--- config.mk ---
export PLATFORM = sky130hd
export DESIGN_NAME = lsrc_pass
export DESIGN_NICKNAME = d
export VERILOG_FILES = /design/src/design/assert_macros.svh /design/src/design/lsrc_pkg.sv /design/src/design/lsrc_pass.sv
export SDC_FILE = /design/constraint.sdc
export NUM_CORES = 2
export LEC_CHECK = 0
export ABC_CLOCK_PERIOD_IN_PS = 11900
export BUFFER_PORTS_ARGS = -buffer_cell sky130_fd_sc_hd__buf_4
export CAP_MARGIN = 20
export CORE_MARGIN = 2
export CORE_UTILIZATION = 46
export CTS_CLUSTER_SIZE = 14
export DETAILED_ROUTE_END_ITERATION = 6
export SETUP_SLACK_MARGIN = 0.02
export SLEW_MARGIN = 20
export SYNTH_ARGS = -nofsm -noshare
export SYNTH_HDL_FRONTEND = slang
export SYNTH_SLANG_ARGS = --single-unit
--- constraint.sdc ---
create_clock -name clk -period 11.9 [get_ports clk]
set_input_delay 0 -clock clk [delete_from_list [all_inputs] [get_ports clk]]
set_output_delay 0 -clock clk [all_outputs]
set_load 0.02 [all_outputs]
--- src/design/assert_macros.svh ---
// Assertion helpers used by the clipper top design file.
`ifndef ASSERT_MACROS_SVH
`define ASSERT_MACROS_SVH

// Concurrent assertion on a named clock and active-low reset.
`define ASSERT_AT(lbl, ck, rst_n, prop, msg) \
	lbl: assert property (@(posedge ck) disable iff (!rst_n) prop) else $error(msg);

// Concurrent assertion on the usual clk and arst_n of a module.
`define ASSERT_CLK(lbl, prop, msg) `ASSERT_AT(lbl, clk, arst_n, prop, msg)

`endif

--- src/design/lsrc_pkg.sv ---
// ----------------------------------------------------------------------------
// lsrc_pkg
// Outcode bits, register indexes and the outcode function of the clipper.
// ----------------------------------------------------------------------------
package lsrc_pkg;

	// Widest coordinate the outcode function handles.
	localparam int MAX_COORD_BITS = 32;

	// Reset value of the right and top edges before truncation to the width.
	localparam int CLIP_MAX_RESET = 32767;

	// Bit positions inside an outcode.
	localparam int OC_LEFT   = 0;
	localparam int OC_RIGHT  = 1;
	localparam int OC_BOTTOM = 2;
	localparam int OC_TOP    = 3;

	// Configuration register indexes.
	typedef enum logic [1:0] {
		REG_X_MIN = 2'd0,
		REG_X_MAX = 2'd1,
		REG_Y_MIN = 2'd2,
		REG_Y_MAX = 2'd3
	} clip_reg_t;

	typedef logic [3:0] outcode_t;

	// Region code of a point against the rectangle; callers sign-extend.
	function automatic outcode_t outcode(
		input logic signed [MAX_COORD_BITS-1:0] x,
		input logic signed [MAX_COORD_BITS-1:0] y,
		input logic signed [MAX_COORD_BITS-1:0] x_min,
		input logic signed [MAX_COORD_BITS-1:0] x_max,
		input logic signed [MAX_COORD_BITS-1:0] y_min,
		input logic signed [MAX_COORD_BITS-1:0] y_max
	);
		outcode_t c;
		c = '0;
		if (x < x_min) begin
			c[OC_LEFT] = 1'b1;
		end else if (x > x_max) begin
			c[OC_RIGHT] = 1'b1;
		end
		if (y < y_min) begin
			c[OC_BOTTOM] = 1'b1;
		end else if (y > y_max) begin
			c[OC_TOP] = 1'b1;
		end
		return c;
	endfunction

endpackage

--- src/design/lsrc_pass.sv ---
// ----------------------------------------------------------------------------
// lsrc_pass
// One clipping pass: pick the outside endpoint, form the edge intersection
// with a multiplier and a one-bit-per-stage divider, and move the endpoint.
// ----------------------------------------------------------------------------
module lsrc_pass #(
	parameter int W = 16
) (
	input  logic                clk,
	input  logic                arst_n,
	input  logic                en,
	input  logic signed [W-1:0] x_min,
	input  logic signed [W-1:0] x_max,
	input  logic signed [W-1:0] y_min,
	input  logic signed [W-1:0] y_max,
	input  logic                valid_i,
	input  logic signed [W-1:0] x0_i,
	input  logic signed [W-1:0] y0_i,
	input  logic signed [W-1:0] x1_i,
	input  logic signed [W-1:0] y1_i,
	input  logic                fault_i,
	output logic                valid_o,
	output logic signed [W-1:0] x0_o,
	output logic signed [W-1:0] y0_o,
	output logic signed [W-1:0] x1_o,
	output logic signed [W-1:0] y1_o,
	output logic                fault_o
);

	localparam int CW = lsrc_pkg::MAX_COORD_BITS;

	// State that rides along with a segment through the pass.
	typedef struct packed {
		logic signed [W-1:0] x0;
		logic signed [W-1:0] y0;
		logic signed [W-1:0] x1;
		logic signed [W-1:0] y1;
		logic                fault;
		logic                move;
		logic                vert;
		logic                side;
		logic signed [W-1:0] clip_edge;
		logic signed [W-1:0] base;
		logic                neg;
		logic [W-1:0]        md;
		logic                ovf;
	} carry_t;

	localparam logic signed [W+2:0] SUM_HI = {4'b0000, {(W-1){1'b1}}};
	localparam logic signed [W+2:0] SUM_LO = {4'b1111, {(W-1){1'b0}}};

	function automatic logic [W-1:0] abs_mag(input logic signed [W:0] v);
		logic signed [W:0] t;
		t = v[W] ? -v : v;
		return t[W-1:0];
	endfunction

	// Setup: outcodes, choice of endpoint and edge, operand differences.
	lsrc_pkg::outcode_t c0, c1, csel;
	logic active, vert, is_zero;
	logic signed [W-1:0] edge_sel;
	logic signed [W:0] da, db, dd;
	carry_t carry_nx;
	logic [W-1:0] ma_nx, mb_nx;

	always_comb begin
		c0 = lsrc_pkg::outcode(CW'(x0_i), CW'(y0_i), CW'(x_min), CW'(x_max),
			CW'(y_min), CW'(y_max));
		c1 = lsrc_pkg::outcode(CW'(x1_i), CW'(y1_i), CW'(x_min), CW'(x_max),
			CW'(y_min), CW'(y_max));
		active = !fault_i && ((c0 | c1) != '0) && ((c0 & c1) == '0);
		csel = (c0 != '0) ? c0 : c1;
		vert = csel[lsrc_pkg::OC_TOP] | csel[lsrc_pkg::OC_BOTTOM];
		if (vert) begin
			edge_sel = csel[lsrc_pkg::OC_TOP] ? y_max : y_min;
			da = {x1_i[W-1], x1_i} - {x0_i[W-1], x0_i};
			db = {edge_sel[W-1], edge_sel} - {y0_i[W-1], y0_i};
			dd = {y1_i[W-1], y1_i} - {y0_i[W-1], y0_i};
		end else begin
			edge_sel = csel[lsrc_pkg::OC_RIGHT] ? x_max : x_min;
			da = {y1_i[W-1], y1_i} - {y0_i[W-1], y0_i};
			db = {edge_sel[W-1], edge_sel} - {x0_i[W-1], x0_i};
			dd = {x1_i[W-1], x1_i} - {x0_i[W-1], x0_i};
		end
		is_zero = (dd == '0);
		carry_nx.x0 = x0_i;
		carry_nx.y0 = y0_i;
		carry_nx.x1 = x1_i;
		carry_nx.y1 = y1_i;
		carry_nx.fault = fault_i | (active & is_zero);
		carry_nx.move = active & !is_zero;
		carry_nx.vert = vert;
		carry_nx.side = (c0 != '0);
		carry_nx.clip_edge = edge_sel;
		carry_nx.base = vert ? x0_i : y0_i;
		carry_nx.neg = (da[W] ^ db[W]) ^ dd[W];
		carry_nx.md = abs_mag(dd);
		carry_nx.ovf = 1'b0;
		ma_nx = abs_mag(da);
		mb_nx = abs_mag(db);
	end

	logic valid_s1, valid_s2, valid_s3;
	carry_t carry_s1, carry_s2, carry_s3;
	logic [W-1:0] ma_s1, mb_s1;
	logic [2*W-1:0] prod_s2;
	logic [W-1:0] rem_s3;
	logic [W:0] low_s3;
	carry_t carry_ov;

	// Overflow test: a quotient of 2^(W+1) or more saturates the result.
	always_comb begin
		carry_ov = carry_s2;
		carry_ov.ovf = (W'(prod_s2[2*W-1:W+1]) >= carry_s2.md);
	end

	// Valid bits of the front stages.
	always_ff @(posedge clk or negedge arst_n) begin
		if (!arst_n) begin
			valid_s1 <= 1'b0;
			valid_s2 <= 1'b0;
			valid_s3 <= 1'b0;
		end else if (en) begin
			valid_s1 <= valid_i;
			valid_s2 <= valid_s1;
			valid_s3 <= valid_s2;
		end
	end

	// Setup register, product of magnitudes, then the overflow test.
	always_ff @(posedge clk) begin
		if (en) begin
			carry_s1 <= carry_nx;
			ma_s1 <= ma_nx;
			mb_s1 <= mb_nx;
			carry_s2 <= carry_s1;
			prod_s2 <= ma_s1 * mb_s1;
			carry_s3 <= carry_ov;
			rem_s3 <= W'(prod_s2[2*W-1:W+1]);
			low_s3 <= prod_s2[W:0];
		end
	end

	// Divider: one quotient bit per stage over the low W+1 dividend bits.
	logic         valid_sd [0:W];
	carry_t       carry_sd [0:W];
	logic [W-1:0] rem_sd   [0:W];
	logic [W:0]   low_sd   [0:W];
	logic [W:0]   q_sd     [0:W];

	for (genvar k = 0; k <= W; k++) begin : g_div
		logic         v_in;
		carry_t       c_in;
		logic [W-1:0] r_in;
		logic [W:0]   l_in;
		logic [W:0]   q_in;
		logic [W:0]   trial;
		logic         ge;

		if (k == 0) begin : g_first
			assign v_in = valid_s3;
			assign c_in = carry_s3;
			assign r_in = rem_s3;
			assign l_in = low_s3;
			assign q_in = '0;
		end else begin : g_next
			assign v_in = valid_sd[k-1];
			assign c_in = carry_sd[k-1];
			assign r_in = rem_sd[k-1];
			assign l_in = low_sd[k-1];
			assign q_in = q_sd[k-1];
		end

		assign trial = {r_in, l_in[W]};
		assign ge = (trial >= {1'b0, c_in.md});

		always_ff @(posedge clk or negedge arst_n) begin
			if (!arst_n) begin
				valid_sd[k] <= 1'b0;
			end else if (en) begin
				valid_sd[k] <= v_in;
			end
		end

		always_ff @(posedge clk) begin
			if (en) begin
				carry_sd[k] <= c_in;
				rem_sd[k] <= ge ? W'(trial - {1'b0, c_in.md}) : W'(trial);
				low_sd[k] <= {l_in[W-1:0], 1'b0};
				q_sd[k] <= {q_in[W-1:0], ge};
			end
		end
	end

	// Finish: signed quotient plus base, saturated, written to the endpoint.
	carry_t cf;
	logic [W+1:0] qmag;
	logic signed [W+2:0] qsig, sum;
	logic signed [W-1:0] res;
	carry_t carry_fin;

	always_comb begin
		cf = carry_sd[W];
		qmag = cf.ovf ? ((W+2)'(1) << (W+1)) : {1'b0, q_sd[W]};
		qsig = cf.neg ? -$signed({1'b0, qmag}) : $signed({1'b0, qmag});
		sum = {{3{cf.base[W-1]}}, cf.base} + qsig;
		if (sum > SUM_HI) begin
			res = SUM_HI[W-1:0];
		end else if (sum < SUM_LO) begin
			res = SUM_LO[W-1:0];
		end else begin
			res = sum[W-1:0];
		end
		carry_fin = cf;
		if (cf.move) begin
			if (cf.side) begin
				carry_fin.x0 = cf.vert ? res : cf.clip_edge;
				carry_fin.y0 = cf.vert ? cf.clip_edge : res;
			end else begin
				carry_fin.x1 = cf.vert ? res : cf.clip_edge;
				carry_fin.y1 = cf.vert ? cf.clip_edge : res;
			end
		end
	end

	logic valid_s4;
	carry_t carry_s4;

	always_ff @(posedge clk or negedge arst_n) begin
		if (!arst_n) begin
			valid_s4 <= 1'b0;
		end else if (en) begin
			valid_s4 <= valid_sd[W];
		end
	end

	always_ff @(posedge clk) begin
		if (en) begin
			carry_s4 <= carry_fin;
		end
	end

	assign valid_o = valid_s4;
	assign x0_o = carry_s4.x0;
	assign y0_o = carry_s4.y0;
	assign x1_o = carry_s4.x1;
	assign y1_o = carry_s4.y1;
	assign fault_o = carry_s4.fault;

endmodule

==> impl_metrics.json <==
{
  "avgSynthCellArea_sq_um": 15.7,
  "start_util_pct": 46.3,
  "vias": 65400,
  "hp-class": "in2reg",
  "cts-root-buf": "clkbuf_16",
  "cts-htree-levels": 5,
  "hold_path_depth": 2,
  "insertion_delay_ns": 0.89,
  "synth_cell_types": 81,
  "drcViolationCount": 0,
  "synth_ff_type": "edfxtp_1",
  "syn_area_sq_um": 128000,
  "worstPathMaxFanout": 16,
  "seq_area_frac_synth_pct": 71.9,
  "grt_pass1_vias": 66400,
  "final_nets": 9693,
  "fp.dieW_microns": 532,
  "cts_tree": "yes",
  "placed_cell_area_sq_um": 134000,
  "worst-r2r-cell-count": 20,
  "portBuffers": 198,
  "r2r_start": "ma_s1[4]",
  "grt_max_degree": 186,
  "path_cells": "nand2_1 -> fa_1 -> inv_1 -> fa_1 -> fa_1 -> fa_1 -> inv_1 -> fa_1 -> inv_1 -> fa_1 -> ha_1 -> or4_1 -> o21a_1 -> o21a_1 -> a21o_1 -> a41o_1 -> o41a_1 -> a211oi_1 -> a21oi_1 -> xnor2_1",
  "yosysWarnings": 0,
  "antenna_found_initial": 19,
  "status": "finished, final reports clean",
  "fin_area_sq_um": 146000,
  "postRouteAntennaNets": 0,
  "timing.fmax_mhz": 137,
  "grt_first_pass_wirelength_microns": 405000,
  "crit_top_cell": "fa_1",
  "die_height_microns": 532,
  "dr.pass1.iters": 5,
  "clock_skew_ns": 0.0372,
  "gp_congestion": 0.920,
  "hold_violations": 0,
  "layout-drive-gt1-share_pct": 9.76,
  "dp.cells": 12000,
  "post_cts_buffers": 0,
  "cts.sinks": 3069,
  "reg2reg_slack_ns": 4.61,
  "cp.required_ns": 12.52,
  "crit_type": "reg2reg",
  "ys_seq_elements": 3069,
  "wirelength_microns": 265000,
  "nFillCells": 22400,
  "synth_edf_count": 3048,
  "crit_arrival_ns": 7.91,
  "min_from": "x1_i[4]",
  "via_per_inst": 5.15,
  "cts_made_buffers": 318,
  "multi_input_area_sq_um": 32600,
  "min_to": "carry_s1[74]",
  "drv_slew": 0,
  "dp_hpwl_microns": 188000,
  "io_pins": 199,
  "setup_viol": 0,
  "ctsLongestPathBuffers": 4,
  "async_reset_ff_share_pct": 0.684,
  "finalCritPeriodShare_pct": 61.3,
  "finalNonFillerCells": 12700,
  "final_util_pct": 52.7,
  "slew-limit-headroom_pct": 22.5,
  "die_area_sq_um": 283000,
  "cp-end-kind": "flip-flop",
  "synthTopCellsByArea": "edfxtp_1 (71%), ha_1 (5.9%), fa_1 (3.4%)",
  "clk_pin_slew_ns": 0.06,
  "start_kind": "flip-flop",
  "maxCapViolations": 0,
  "cts_resized": 0,
  "synth.net_count": 9088,
  "area_delta_synth_final_pct": 13.9,
  "reg2reg_to": "prod_s2[31]",
  "register_area_sq_um": 92100,
  "worst_pin_slew_ns": 1.16,
  "grt.overflow.total": 0,
  "period_minus_slack_ns": 7.29,
  "netlist_instances": 8139,
  "crit_path_max_incr_delay_ns": 1.00,
  "track_usage_pct": 18.6,
  "cp-startpoint": "ma_s1[4]",
  "row_count": 193,
  "synth_top_area_share_pct": 71.4,
  "slowest_stage": "edfxtp_1",
  "synth_top_area_cell": "edfxtp_1",
  "setup_tns_ns": 0,
  "core_area_sq_um": 277000,
  "routedWlPerCell_microns": 20.9,
  "drt_iter0_drc": 4919,
  "grt_setup_unrepaired": "false"
}
[placed cells by master (no fill, tap or decap), types with 20 or more instances in the layout]
cell and instances:
a21oi_1 295, nor3_1 108, fa_1 215, clkinv_1 67, a21o_1 77, and3_1 33, a211oi_1 56, xnor2_1 186
a2111oi_0 24, dlygate4sd3_1 160, o21ai_0 259, nor2_1 461, nand4_1 87, o2111ai_1 25, inv_1 783, mux2_2 152
nor2b_1 108, dfrtp_1 21, clkbuf_1 68, o41ai_1 21, buf_4 241, and2_1 120, o31ai_1 60, nand2b_1 67
clkbuf_16 324, nand2_1 413, edfxtp_1 3048, mux2i_1 83, ha_1 601, nor3b_1 27, nand3_1 91, a22o_1 20
xor2_1 88, clkinv_2 43, o21bai_1 28, or3_1 31, a211o_1 27, o21a_1 82, a21boi_0 60, a31oi_1 58
[flip-flops by register name, indices dropped and copies added (netlist names), 15 cells and up]
signal,count
low_sd,136
mb_s1,16
q_sd,153
x0_o,16
carry_s3,118
carry_sd,1990
prod_s2,32
g_div.l_in,17
g_div.v_in,17
ma_s1,16
rem_sd,256
carry_ov,117
x1_o,16
g_div.r_in,15
y0_o,16
carry_s1,117
y1_o,16
[synth_stat cells (95+ instances only)]
cell,count
nor3_1,108
edfxtp_1,3048
xnor2_1,186
ha_1,601
nor2_1,462
nand2_1,413
o21ai_0,259
a21oi_1,295
clkbuf_1,95
fa_1,215
and2_1,121
nor2b_1,108
mux2_2,152
inv_1,783
[logic make-up after synthesis]
kind of cell             count (synthesis)  synth area share (%)
buffers and inverters                  915                  2.74
XOR/XNOR                               274                  1.87
flip-flops                            3069                  71.9
adder cells (fa/ha/maj)                816                  9.23
AO/OA/AOI/OAI                         1207                  6.16
AND/OR/NAND/NOR                       1623                  6.15
multiplexers                           235                  1.98
[final cells by class]
class | instances | area share, %
diodes | 9 | 0.0154
clock buffers | 397 | 5.78
clock inverters | 164 | 1.01
inverters | 784 | 2.02
multi-input cells | 4155 | 22.3
flip-flops and latches | 3069 | 63.1
well taps | 3705 | 3.18
repair buffers | 416 | 2.54
[repair_timing]
item                                    CTS  global route
endpoints found under the setup margin    0             0
endpoints found under the hold margin   232             0
hold buffers                            160             0
[worst max-delay path: cells and delay by family (launching register included)]
kind	cells	cell delay, ns
AOI/OAI and AO/OA	7	1.75
xor gates and xnor gates	1	0.15
adders and majority gates	7	3.29
buffers and inverters	3	0.16
DFF	1	1.00
and+or+nand+nor	2	0.66
[routing by layer]
metal | share of wire [%] | vias up | track usage, %
met5 | 0.014 | - | 0
met4 | 3.7 | 6 | 6.92
met3 | 4.2 | 452 | 2.80
met2 | 48 | 1465 | 30.5
met1 | 44 | 32000 | 25.3
li1 | - | 31500 | -
[through the flow]
step	setup slack [ns]	hold WS [ns]
2_1_floorplan	5.36	-0.296
3_3_place_gp	4.60	-0.108
3_5_place_dp	4.67	-0.103
4_1_cts	4.64	0.00660
5_1_grt	4.33	0.0231
6_report	4.61	0.0862
[worst max path at each step]
stage                       end  slack [ns]  cells after the start
floorplan           prod_s2[31]        5.36                     21
global placement    prod_s2[31]        4.60                     20
detailed placement  prod_s2[31]        4.67                     20
CTS                 prod_s2[31]        4.64                     20
global route        prod_s2[31]        4.33                     20
finish              prod_s2[31]        4.61                     20
Power is left out: the tool's default activity adds up to more than one toggle a clock period on the data nets, which glitch-free logic cannot reach.
